--- src/design/cde_pkg.sv ---
`default_nettype none

package cde_pkg;

    localparam int KIND_W   = 3;
    localparam int WORD_W   = 32;
    localparam int STATUS_W = 2;

    // operation codes carried by a request
    localparam logic [KIND_W-1:0] KIND_PUSH_FRONT = 3'd0;
    localparam logic [KIND_W-1:0] KIND_PUSH_REAR  = 3'd1;
    localparam logic [KIND_W-1:0] KIND_POP_FRONT  = 3'd2;
    localparam logic [KIND_W-1:0] KIND_POP_REAR   = 3'd3;
    localparam logic [KIND_W-1:0] KIND_DISPLAY    = 3'd4;

    // result status codes
    localparam logic [STATUS_W-1:0] STATUS_OK    = 2'd0;
    localparam logic [STATUS_W-1:0] STATUS_FULL  = 2'd1;
    localparam logic [STATUS_W-1:0] STATUS_EMPTY = 2'd2;

    // controller to datapath
    typedef struct packed {
        logic exec;  // execute the request accepted in this cycle
        logic rd;    // read the store at the walk pointer
        logic emit;  // load the read word into the result register
    } cde_cmd_t;

    // datapath to controller
    typedef struct packed {
        logic walk;        // accepted kind starts a listing walk
        logic last_entry;  // walk is at its final entry
        logic out_free;    // result register can take a new result
    } cde_sts_t;

endpackage

`default_nettype wire

--- src/design/cde_if.sv ---
`default_nettype none

interface cde_req_if
    import cde_pkg::*;
();
    logic                     valid;
    logic                     ready;
    logic [KIND_W-1:0]        kind;
    logic signed [WORD_W-1:0] value;

    modport source (output valid, output kind, output value, input ready);
    modport sink   (input valid, input kind, input value, output ready);
endinterface

interface cde_rsp_if
    import cde_pkg::*;
();
    logic                     valid;
    logic                     ready;
    logic [STATUS_W-1:0]      status;
    logic signed [WORD_W-1:0] data;
    logic                     last;

    modport source (output valid, output status, output data, output last, input ready);
    modport sink   (input valid, input status, input data, input last, output ready);
endinterface

`default_nettype wire

--- src/design/circular_deque_engine.sv ---
// Push, pop and error requests: result registered in the cycle after acceptance; one request
//   per cycle while the result side keeps taking results.
// Display of N entries: N results, each through the store read port, then the result register;
//   no request is taken until the last result is loaded.
// Reset (rst_n, async, active low) clears head, tail, count, the walk state and the result valid
//   flag; the store itself is not cleared, as only entries written by a push are ever read.
`default_nettype none

module circular_deque_engine
    import cde_pkg::*;
#(
    parameter int DEPTH = 16
)
(
    input  wire logic  clk,
    input  wire logic  rst_n,
    cde_req_if.sink    req,
    cde_rsp_if.source  rsp
);

    localparam int CNT_W = $clog2(DEPTH + 1);

    cde_cmd_t         cmd;
    cde_sts_t         sts;
    logic [CNT_W-1:0] count;
    logic             in_ready;

    // Controller: sequences the listing walk and gates request acceptance.
    cde_ctrl u_ctrl (
        .clk      (clk),
        .rst_n    (rst_n),
        .in_valid (req.valid),
        .in_ready (in_ready),
        .sts      (sts),
        .cmd      (cmd)
    );

    // Datapath: store, head/tail/count pointers, walk pointer and result register.
    cde_dp #(
        .DEPTH (DEPTH)
    ) u_dp (
        .clk        (clk),
        .rst_n      (rst_n),
        .cmd        (cmd),
        .kind       (req.kind),
        .value      (req.value),
        .sts        (sts),
        .count      (count),
        .out_valid  (rsp.valid),
        .out_status (rsp.status),
        .out_data   (rsp.data),
        .out_last   (rsp.last),
        .out_ready  (rsp.ready)
    );

    assign req.ready = in_ready;

    // Occupancy never exceeds the store size.
    a_count_bound: assert property (@(posedge clk) disable iff (!rst_n)
        count <= CNT_W'(DEPTH))
        else $error("deque count exceeds depth");

    // Occupancy moves only when a request is accepted.
    a_count_hold: assert property (@(posedge clk) disable iff (!rst_n)
        !(req.valid && req.ready) |=> $stable(count))
        else $error("deque count changed without a request");

    // A non-final result only occurs mid-listing, when no request may enter.
    a_walk_blocks: assert property (@(posedge clk) disable iff (!rst_n)
        (rsp.valid && !rsp.last) |-> !req.ready)
        else $error("request accepted during a listing walk");

    // Error results always close their request.
    a_err_last: assert property (@(posedge clk) disable iff (!rst_n)
        (rsp.valid && (rsp.status != STATUS_OK)) |-> rsp.last)
        else $error("error result not marked last");

endmodule

`default_nettype wire

--- src/design/cde_ctrl.sv ---
`default_nettype none

module cde_ctrl
    import cde_pkg::*;
(
    input  wire logic     clk,
    input  wire logic     rst_n,
    input  wire logic     in_valid,
    output logic          in_ready,
    input  wire cde_sts_t sts,
    output cde_cmd_t      cmd
);

    localparam logic [1:0] ST_IDLE = 2'd0;
    localparam logic [1:0] ST_READ = 2'd1;
    localparam logic [1:0] ST_LOAD = 2'd2;

    logic [1:0] state_reg;
    logic [1:0] state_next;
    logic       accept;

    assign in_ready = (state_reg == ST_IDLE) && sts.out_free;
    assign accept   = in_valid && in_ready;

    always_comb
    begin
        state_next = state_reg;
        cmd        = '0;
        case (state_reg)
            ST_IDLE:
            begin
                cmd.exec = accept;
                if (accept && sts.walk)
                begin
                    state_next = ST_READ;
                end
            end
            ST_READ:
            begin
                cmd.rd     = 1'b1;
                state_next = ST_LOAD;
            end
            ST_LOAD:
            begin
                if (sts.out_free)
                begin
                    cmd.emit   = 1'b1;
                    state_next = sts.last_entry ? ST_IDLE : ST_READ;
                end
            end
            default:
            begin
                state_next = ST_IDLE;
            end
        endcase
    end

    always_ff @(posedge clk or negedge rst_n)
    begin
        if (!rst_n)
        begin
            state_reg <= ST_IDLE;
        end
        else
        begin
            state_reg <= state_next;
        end
    end

endmodule

`default_nettype wire

--- src/design/cde_dp.sv ---
`default_nettype none

module cde_dp
    import cde_pkg::*;
#(
    parameter int DEPTH = 16
)
(
    input  wire logic                     clk,
    input  wire logic                     rst_n,
    input  wire cde_cmd_t                 cmd,
    input  wire logic [KIND_W-1:0]        kind,
    input  wire logic signed [WORD_W-1:0] value,
    output cde_sts_t                      sts,
    output logic [$clog2(DEPTH+1)-1:0]    count,
    output logic                          out_valid,
    output logic [STATUS_W-1:0]           out_status,
    output logic signed [WORD_W-1:0]      out_data,
    output logic                          out_last,
    input  wire logic                     out_ready
);

    localparam int IDX_W = $clog2(DEPTH);
    localparam int CNT_W = $clog2(DEPTH + 1);
    localparam logic [IDX_W-1:0] IDX_MAX = IDX_W'(DEPTH - 1);
    localparam logic [CNT_W-1:0] CNT_FULL = CNT_W'(DEPTH);
    localparam logic [CNT_W-1:0] CNT_ONE  = CNT_W'(1);

    logic signed [WORD_W-1:0] mem [DEPTH];

    logic [IDX_W-1:0] head_reg, head_next;
    logic [IDX_W-1:0] tail_reg, tail_next;
    logic [CNT_W-1:0] count_reg, count_next;
    logic [IDX_W-1:0] rd_idx_reg, rd_idx_next;
    logic [CNT_W-1:0] rem_reg, rem_next;
    logic signed [WORD_W-1:0] rd_data_reg;

    logic                     out_valid_reg, out_valid_next;
    logic [STATUS_W-1:0]      out_status_reg, out_status_next;
    logic signed [WORD_W-1:0] out_data_reg, out_data_next;
    logic                     out_last_reg, out_last_next;

    logic             mem_we;
    logic [IDX_W-1:0] mem_waddr;
    logic             empty;
    logic             full;

    function automatic logic [IDX_W-1:0] wrap_inc(input logic [IDX_W-1:0] i);
        return (i == IDX_MAX) ? '0 : i + IDX_W'(1);
    endfunction

    function automatic logic [IDX_W-1:0] wrap_dec(input logic [IDX_W-1:0] i);
        return (i == '0) ? IDX_MAX : i - IDX_W'(1);
    endfunction

    assign empty = (count_reg == '0);
    assign full  = (count_reg == CNT_FULL);

    assign sts.walk       = (kind == KIND_DISPLAY) && !empty;
    assign sts.last_entry = (rem_reg == CNT_ONE);
    assign sts.out_free   = !out_valid_reg || out_ready;

    always_comb
    begin
        head_next       = head_reg;
        tail_next       = tail_reg;
        count_next      = count_reg;
        rd_idx_next     = rd_idx_reg;
        rem_next        = rem_reg;
        out_valid_next  = out_valid_reg && !out_ready;
        out_status_next = out_status_reg;
        out_data_next   = out_data_reg;
        out_last_next   = out_last_reg;
        mem_we          = 1'b0;
        mem_waddr       = '0;

        if (cmd.exec)
        begin
            if (kind inside {KIND_PUSH_FRONT, KIND_PUSH_REAR})
            begin
                out_valid_next  = 1'b1;
                out_data_next   = '0;
                out_last_next   = 1'b1;
                out_status_next = full ? STATUS_FULL : STATUS_OK;
                if (!full)
                begin
                    mem_we     = 1'b1;
                    count_next = count_reg + CNT_ONE;
                    if (empty)
                    begin
                        head_next = '0;
                        tail_next = '0;
                        mem_waddr = '0;
                    end
                    else if (kind == KIND_PUSH_FRONT)
                    begin
                        head_next = wrap_dec(head_reg);
                        mem_waddr = head_next;
                    end
                    else
                    begin
                        tail_next = wrap_inc(tail_reg);
                        mem_waddr = tail_next;
                    end
                end
            end
            else if (kind inside {KIND_POP_FRONT, KIND_POP_REAR})
            begin
                out_valid_next  = 1'b1;
                out_data_next   = '0;
                out_last_next   = 1'b1;
                out_status_next = empty ? STATUS_EMPTY : STATUS_OK;
                if (!empty)
                begin
                    count_next = count_reg - CNT_ONE;
                    if (count_reg == CNT_ONE)
                    begin
                        head_next = '0;
                        tail_next = '0;
                    end
                    else if (kind == KIND_POP_FRONT)
                    begin
                        head_next = wrap_inc(head_reg);
                    end
                    else
                    begin
                        tail_next = wrap_dec(tail_reg);
                    end
                end
            end
            else if (kind == KIND_DISPLAY)
            begin
                if (empty)
                begin
                    out_valid_next  = 1'b1;
                    out_data_next   = '0;
                    out_last_next   = 1'b1;
                    out_status_next = STATUS_EMPTY;
                end
                else
                begin
                    rd_idx_next = head_reg;
                    rem_next    = count_reg;
                end
            end
        end

        if (cmd.emit)
        begin
            out_valid_next  = 1'b1;
            out_status_next = STATUS_OK;
            out_data_next   = rd_data_reg;
            out_last_next   = (rem_reg == CNT_ONE);
            rd_idx_next     = wrap_inc(rd_idx_reg);
            rem_next        = rem_reg - CNT_ONE;
        end
    end

    always_ff @(posedge clk)
    begin
        if (mem_we)
        begin
            mem[mem_waddr] <= value;
        end
    end

    always_ff @(posedge clk)
    begin
        if (cmd.rd)
        begin
            rd_data_reg <= mem[rd_idx_reg];
        end
    end

    always_ff @(posedge clk or negedge rst_n)
    begin
        if (!rst_n)
        begin
            head_reg      <= '0;
            tail_reg      <= '0;
            count_reg     <= '0;
            rd_idx_reg    <= '0;
            rem_reg       <= '0;
            out_valid_reg <= 1'b0;
        end
        else
        begin
            head_reg      <= head_next;
            tail_reg      <= tail_next;
            count_reg     <= count_next;
            rd_idx_reg    <= rd_idx_next;
            rem_reg       <= rem_next;
            out_valid_reg <= out_valid_next;
        end
    end

    always_ff @(posedge clk)
    begin
        out_status_reg <= out_status_next;
        out_data_reg   <= out_data_next;
        out_last_reg   <= out_last_next;
    end

    assign count      = count_reg;
    assign out_valid  = out_valid_reg;
    assign out_status = out_status_reg;
    assign out_data   = out_data_reg;
    assign out_last   = out_last_reg;

endmodule

`default_nettype wire

--- src/flat_wrapper.sv ---
// flat-port wrapper written by rule: the top's interface ports become plain ports
module circular_deque_engine_flat import cde_pkg::*;
#(
    parameter int DEPTH = 16
)
  (clk, rst_n, req_valid, req_kind, req_value, req_ready, rsp_valid, rsp_status, rsp_data, rsp_last, rsp_ready);
  cde_req_if req_i ();
  cde_rsp_if rsp_i ();
  input  wire logic clk;
  input  wire logic rst_n;
  input wire logic [$bits(req_i.valid)-1:0] req_valid;
  input wire logic [$bits(req_i.kind)-1:0] req_kind;
  input wire logic [$bits(req_i.value)-1:0] req_value;
  output wire logic [$bits(req_i.ready)-1:0] req_ready;
  output wire logic [$bits(rsp_i.valid)-1:0] rsp_valid;
  output wire logic [$bits(rsp_i.status)-1:0] rsp_status;
  output wire logic [$bits(rsp_i.data)-1:0] rsp_data;
  output wire logic [$bits(rsp_i.last)-1:0] rsp_last;
  input wire logic [$bits(rsp_i.ready)-1:0] rsp_ready;
  assign req_i.valid = req_valid;
  assign req_i.kind = req_kind;
  assign req_i.value = req_value;
  assign req_ready = req_i.ready;
  assign rsp_valid = rsp_i.valid;
  assign rsp_status = rsp_i.status;
  assign rsp_data = rsp_i.data;
  assign rsp_last = rsp_i.last;
  assign rsp_i.ready = rsp_ready;
  circular_deque_engine #(.DEPTH(DEPTH)) u_core (.clk(clk), .rst_n(rst_n), .req(req_i), .rsp(rsp_i));
endmodule
--- config.mk ---
export PLATFORM = sky130hd
export DESIGN_NAME = circular_deque_engine_flat
export DESIGN_NICKNAME = d
export VERILOG_FILES = /design/src/design/cde_pkg.sv /design/src/design/cde_if.sv /design/src/design/circular_deque_engine.sv /design/src/design/cde_ctrl.sv /design/src/design/cde_dp.sv /design/src/flat_wrapper.sv
export SDC_FILE = /design/constraint.sdc
export NUM_CORES = 1
export LEC_CHECK = 0
export BUFFER_PORTS_ARGS = -buffer_cell sky130_fd_sc_hd__buf_2
export CAP_MARGIN = 20
export CORE_MARGIN = 2
export CORE_UTILIZATION = 35
export CTS_CLUSTER_DIAMETER = 60
export CTS_CLUSTER_SIZE = 8
export DETAILED_ROUTE_END_ITERATION = 10
export SETUP_SLACK_MARGIN = 0.2
export SYNTH_ARGS = -nofsm -noshare
export SYNTH_HDL_FRONTEND = slang
export SYNTH_HIERARCHICAL = 1
export SYNTH_SLANG_ARGS = --single-unit
--- constraint.sdc ---
create_clock -name clk -period 9.2 [get_ports clk]
set_clock_uncertainty 0.15 [all_clocks]
set_input_delay 1.38 -clock clk [delete_from_list [all_inputs] [get_ports clk]]
set_output_delay 1.38 -clock clk [all_outputs]
set_load 0.02 [all_outputs]
==> qor.yml <==
run_status:
  status: "finished clean"
synthesis:
  synth-seq-cells: 604
  avgSynthCellArea_um2: 18.1
  syn_nets: 1377
  yosysUniqueCellTypes: 73
  async_reset_ff_share_pct: 4.14
  synth_area_mm2: 0.0240
  yosysSeqAreaShare_pct: 75.0
  ys_warn_count: 6
  syn-instance-count: 1327
  synthFlopType: "edfxtp_1"
  synth_edf_count: 577
sta:
  final.setup.tns_ns: 0
  period_minus_slack_ns: 4.06
  worstMarginPinSlew_ns: 1.07
  min_period_over_period_pct: 44.2
  drv_slew: 0
  worst_slack_ns: 5.14
  relSlewSlack_pct: 28.4
  max_freq_ghz: 0.246
  finalSetupViolations: 0
  hold_viol: 0
  rsz0062_at_grt: "no"
critical_path:
  rr_endpoint: "u_core/u_dp/rd_data_reg[5]$_DFFE_PP_"
  crit_path_start: "req_kind[2]"
  required_ns: 9.30
  cp.depth: 7
  worstPathArrival_ns: 4.17
  cp_num_buf_inv: 2
  r2r_cells: 4
  endpoint_kind: "register"
  cp-endpoint: "u_core/u_dp/mem[12][1]$_DFFE_PP_"
  rr_startpoint: "u_core/u_dp/rd_idx_reg[0]$_DFFE_PN0P_"
  crit_type: "input pin to register"
  critPathMaxStageDelay_ns: 0.88
  crit_chain: "buf_2 > nor3_1 > and3_1 > o21ai_0 > nand2b_1 > nor2_4 > buf_4"
  crit_family: "simple AND/OR/NAND/NOR gates"
  cp-start-kind: "input pin"
  slowest_stage: "nor3_1"
  crit_fanout: 23
  r2r_setup_slack_ns: 5.78
layout:
  regArea_mm2: 0.0180
  layout-drive-gt1-share_pct: 22.8
  layout_common_cells: "edfxtp_1, mux2i_1, clkbuf_16"
  multi_input_area_mm2: 0.00570
  largest_register_ffs: 512
  area_growth_pct: 16.0
  diodes: 0
  final_common_cell: "edfxtp_1"
  nets: 1496
  fillCellCount: 6049
min_path:
  min_path_type: "register to register"
  whs_path_depth: 2
clocking:
  clockBufferDepth: 3
  holdBufCountCts: 0
  cts_root_buffer: "clkbuf_16"
  numCtsBuffers: 86
  ctsResizeCount: 0
  clock_latency_ns: 0.61
  clkSinkCount: 604
  postCtsSetupBuffers: 0
  cts_max_level: 3
  clk_pin_slew_ns: 0.05
  cts_tree: "built"
routing:
  vias: 12300
  drt-initial-drc-count: 833
  wirelength_mm: 51.1
  ant_nets: 0
  drc: 0
  routedWlPerCell_um: 21.8
  viasPerCell: 5.25
  first_pass_iters: 5
global_route:
  antenna_found_initial: 0
  grt_usage_pct: 14.6
  grt_max_degree: 68
  grt_pass1_wl_mm: 77.6
  grt-ovfl-total: 0
  grt_pass1_vias: 12600
place:
  portBuffers: 75
  dpl.hpwl_mm: 27.9
  place_worst_setup_slack_ns: 4.42
  gp_congestion: 0.777
power:
  ir_worst_vdd_v: 0.000157
  power_per_cell_area_mw_per_mm2: 307
  leakagePower_nw: 9.36
floorplan:
  die_y_um: 266
  die_x_um: 266
  start_util_pct: 35.2
  coreArea_mm2: 0.0682
  ios: 76
  die-area_mm2: 0.0707
  std_cell_rows: 96
job:
  maxCapViolations: 0
-- worst reg2reg max path: stages, from the launching register on --
cell and delay [ns]:
dfrtp_4 1.09, buf_4 0.85, mux4_2 0.73, a22oi_1 0.20
nand2_1 0.12
-- logic make-up after synthesis --
family                   after synthesis  synth area share, %
multiplexers                         198                 11.8
AND/OR/NAND/NOR                      187                 4.19
adder cells (fa/ha/maj)               11                0.573
XOR/XNOR                              11                0.401
buffers and inverters                 85                 1.87
flip-flops                           604                 75.0
AO/OA/AOI/OAI                        231                 6.25
-- through the flow --
stage / cells / cell area, um2 / utilization [%] / total power, mW / hold slack (ns)
floorplan: 1327 / 24000 / - / 5.17 / 0.353
detailed placement: 2238 / 25400 / 37.3 / 5.84 / 0.338
global placement: 2238 / 25400 / 37.3 / 5.80 / 0.340
CTS: 2346 / 27800 / 40.7 / 8.67 / 0.357
finish: 2348 / 27800 / 40.8 / 8.55 / 0.350
global route: 2348 / 27800 / 40.8 / 8.97 / 0.385
-- worst min-delay path by stage --
stage	start	to	slack, ns
3_5_place_dp	u_core/u_dp/out_status[1]$_SDFFE_PP0P_	u_core/u_dp/out_status[1]$_SDFFE_PP0P_	0.34
5_1_grt	u_core/u_dp/rd_data_reg[14]$_DFFE_PP_	u_core/u_dp/out_data[14]$_SDFFCE_PN0P_	0.38
3_3_place_gp	u_core/u_dp/out_status[1]$_SDFFE_PP0P_	u_core/u_dp/out_status[1]$_SDFFE_PP0P_	0.34
6_report	u_core/u_dp/out_status[1]$_SDFFE_PP0P_	u_core/u_dp/out_status[1]$_SDFFE_PP0P_	0.35
2_1_floorplan	u_core/u_dp/rd_data_reg[0]$_DFFE_PP_	u_core/u_dp/out_data[0]$_SDFFCE_PN0P_	0.35
4_1_cts	u_core/u_dp/out_status[1]$_SDFFE_PP0P_	u_core/u_dp/out_status[1]$_SDFFE_PP0P_	0.36
-- Yosys cell counts, types with 2 or more instances --
| cell type | count | share of area, % |
|---|---|---|
| a21o_1 | 2 | 0.063 |
| mux2i_1 | 100 | 4.2 |
| nor2_1 | 36 | 0.56 |
| a211oi_2 | 2 | 0.10 |
| nand2_1 | 58 | 0.91 |
| buf_2 | 25 | 0.52 |
| ha_1 | 11 | 0.57 |
| and2_1 | 33 | 0.86 |
| o21ai_1 | 8 | 0.17 |
| o22ai_1 | 2 | 0.052 |
| inv_1 | 12 | 0.19 |
| nor2b_1 | 4 | 0.10 |
| nand3_1 | 5 | 0.10 |
| xor2_1 | 3 | 0.11 |
| or3_1 | 4 | 0.10 |
| nand4_1 | 2 | 0.052 |
| mux2_2 | 32 | 1.5 |
| nand2b_1 | 9 | 0.23 |
| nor3b_1 | 4 | 0.13 |
| a31oi_1 | 4 | 0.10 |
| mux4_2 | 64 | 6.0 |
| dfxtp_1 | 2 | 0.17 |
| mux2_1 | 2 | 0.094 |
| a21oi_1 | 50 | 1.0 |
| and3_1 | 3 | 0.078 |
| nor3_1 | 11 | 0.23 |
| clkbuf_1 | 26 | 0.41 |
| xnor2_1 | 8 | 0.29 |
| buf_6 | 4 | 0.19 |
| buf_4 | 15 | 0.47 |
| o21ai_0 | 75 | 1.6 |
| a22oi_1 | 34 | 1.1 |
| edfxtp_1 | 577 | 72 |
| buf_1 | 2 | 0.031 |
| a221oi_1 | 32 | 1.2 |
| dfrtp_1 | 25 | 2.6 |
| o31ai_1 | 4 | 0.13 |
| nand3b_1 | 2 | 0.063 |
-- power breakdown --
part	switching (mW)	internal (mW)	total [mW]
Combinational	1.30	0.879	2.18
Clock	1.08	1.71	2.79
Sequential	0.232	3.36	3.59
-- layout make-up --
type / count / share of cell area, %
clock inverter: 6 / 0.373
inverter: 12 / 0.162
multi-input combinational: 638 / 20.5
tap: 882 / 3.96
timing repair buffer: 104 / 2.27
sequential: 604 / 64.7
clock buffer: 102 / 8.10
-- metal layers --
| metal | wire length, um | vias up | part of all wire, % | track usage, % |
|---|---|---|---|---|
| met4 | 1220 | 0 | 2.4 | 4.69 |
| met1 | 22200 | 6415 | 43 | 19.1 |
| met3 | 2560 | 85 | 5.0 | 3.23 |
| met2 | 25200 | 296 | 49 | 24.1 |
| li1 | - | 5542 | - | - |
| met5 | 0 | - | 0 | 0 |
No activity file was read; power rests on OpenSTA's default activity.
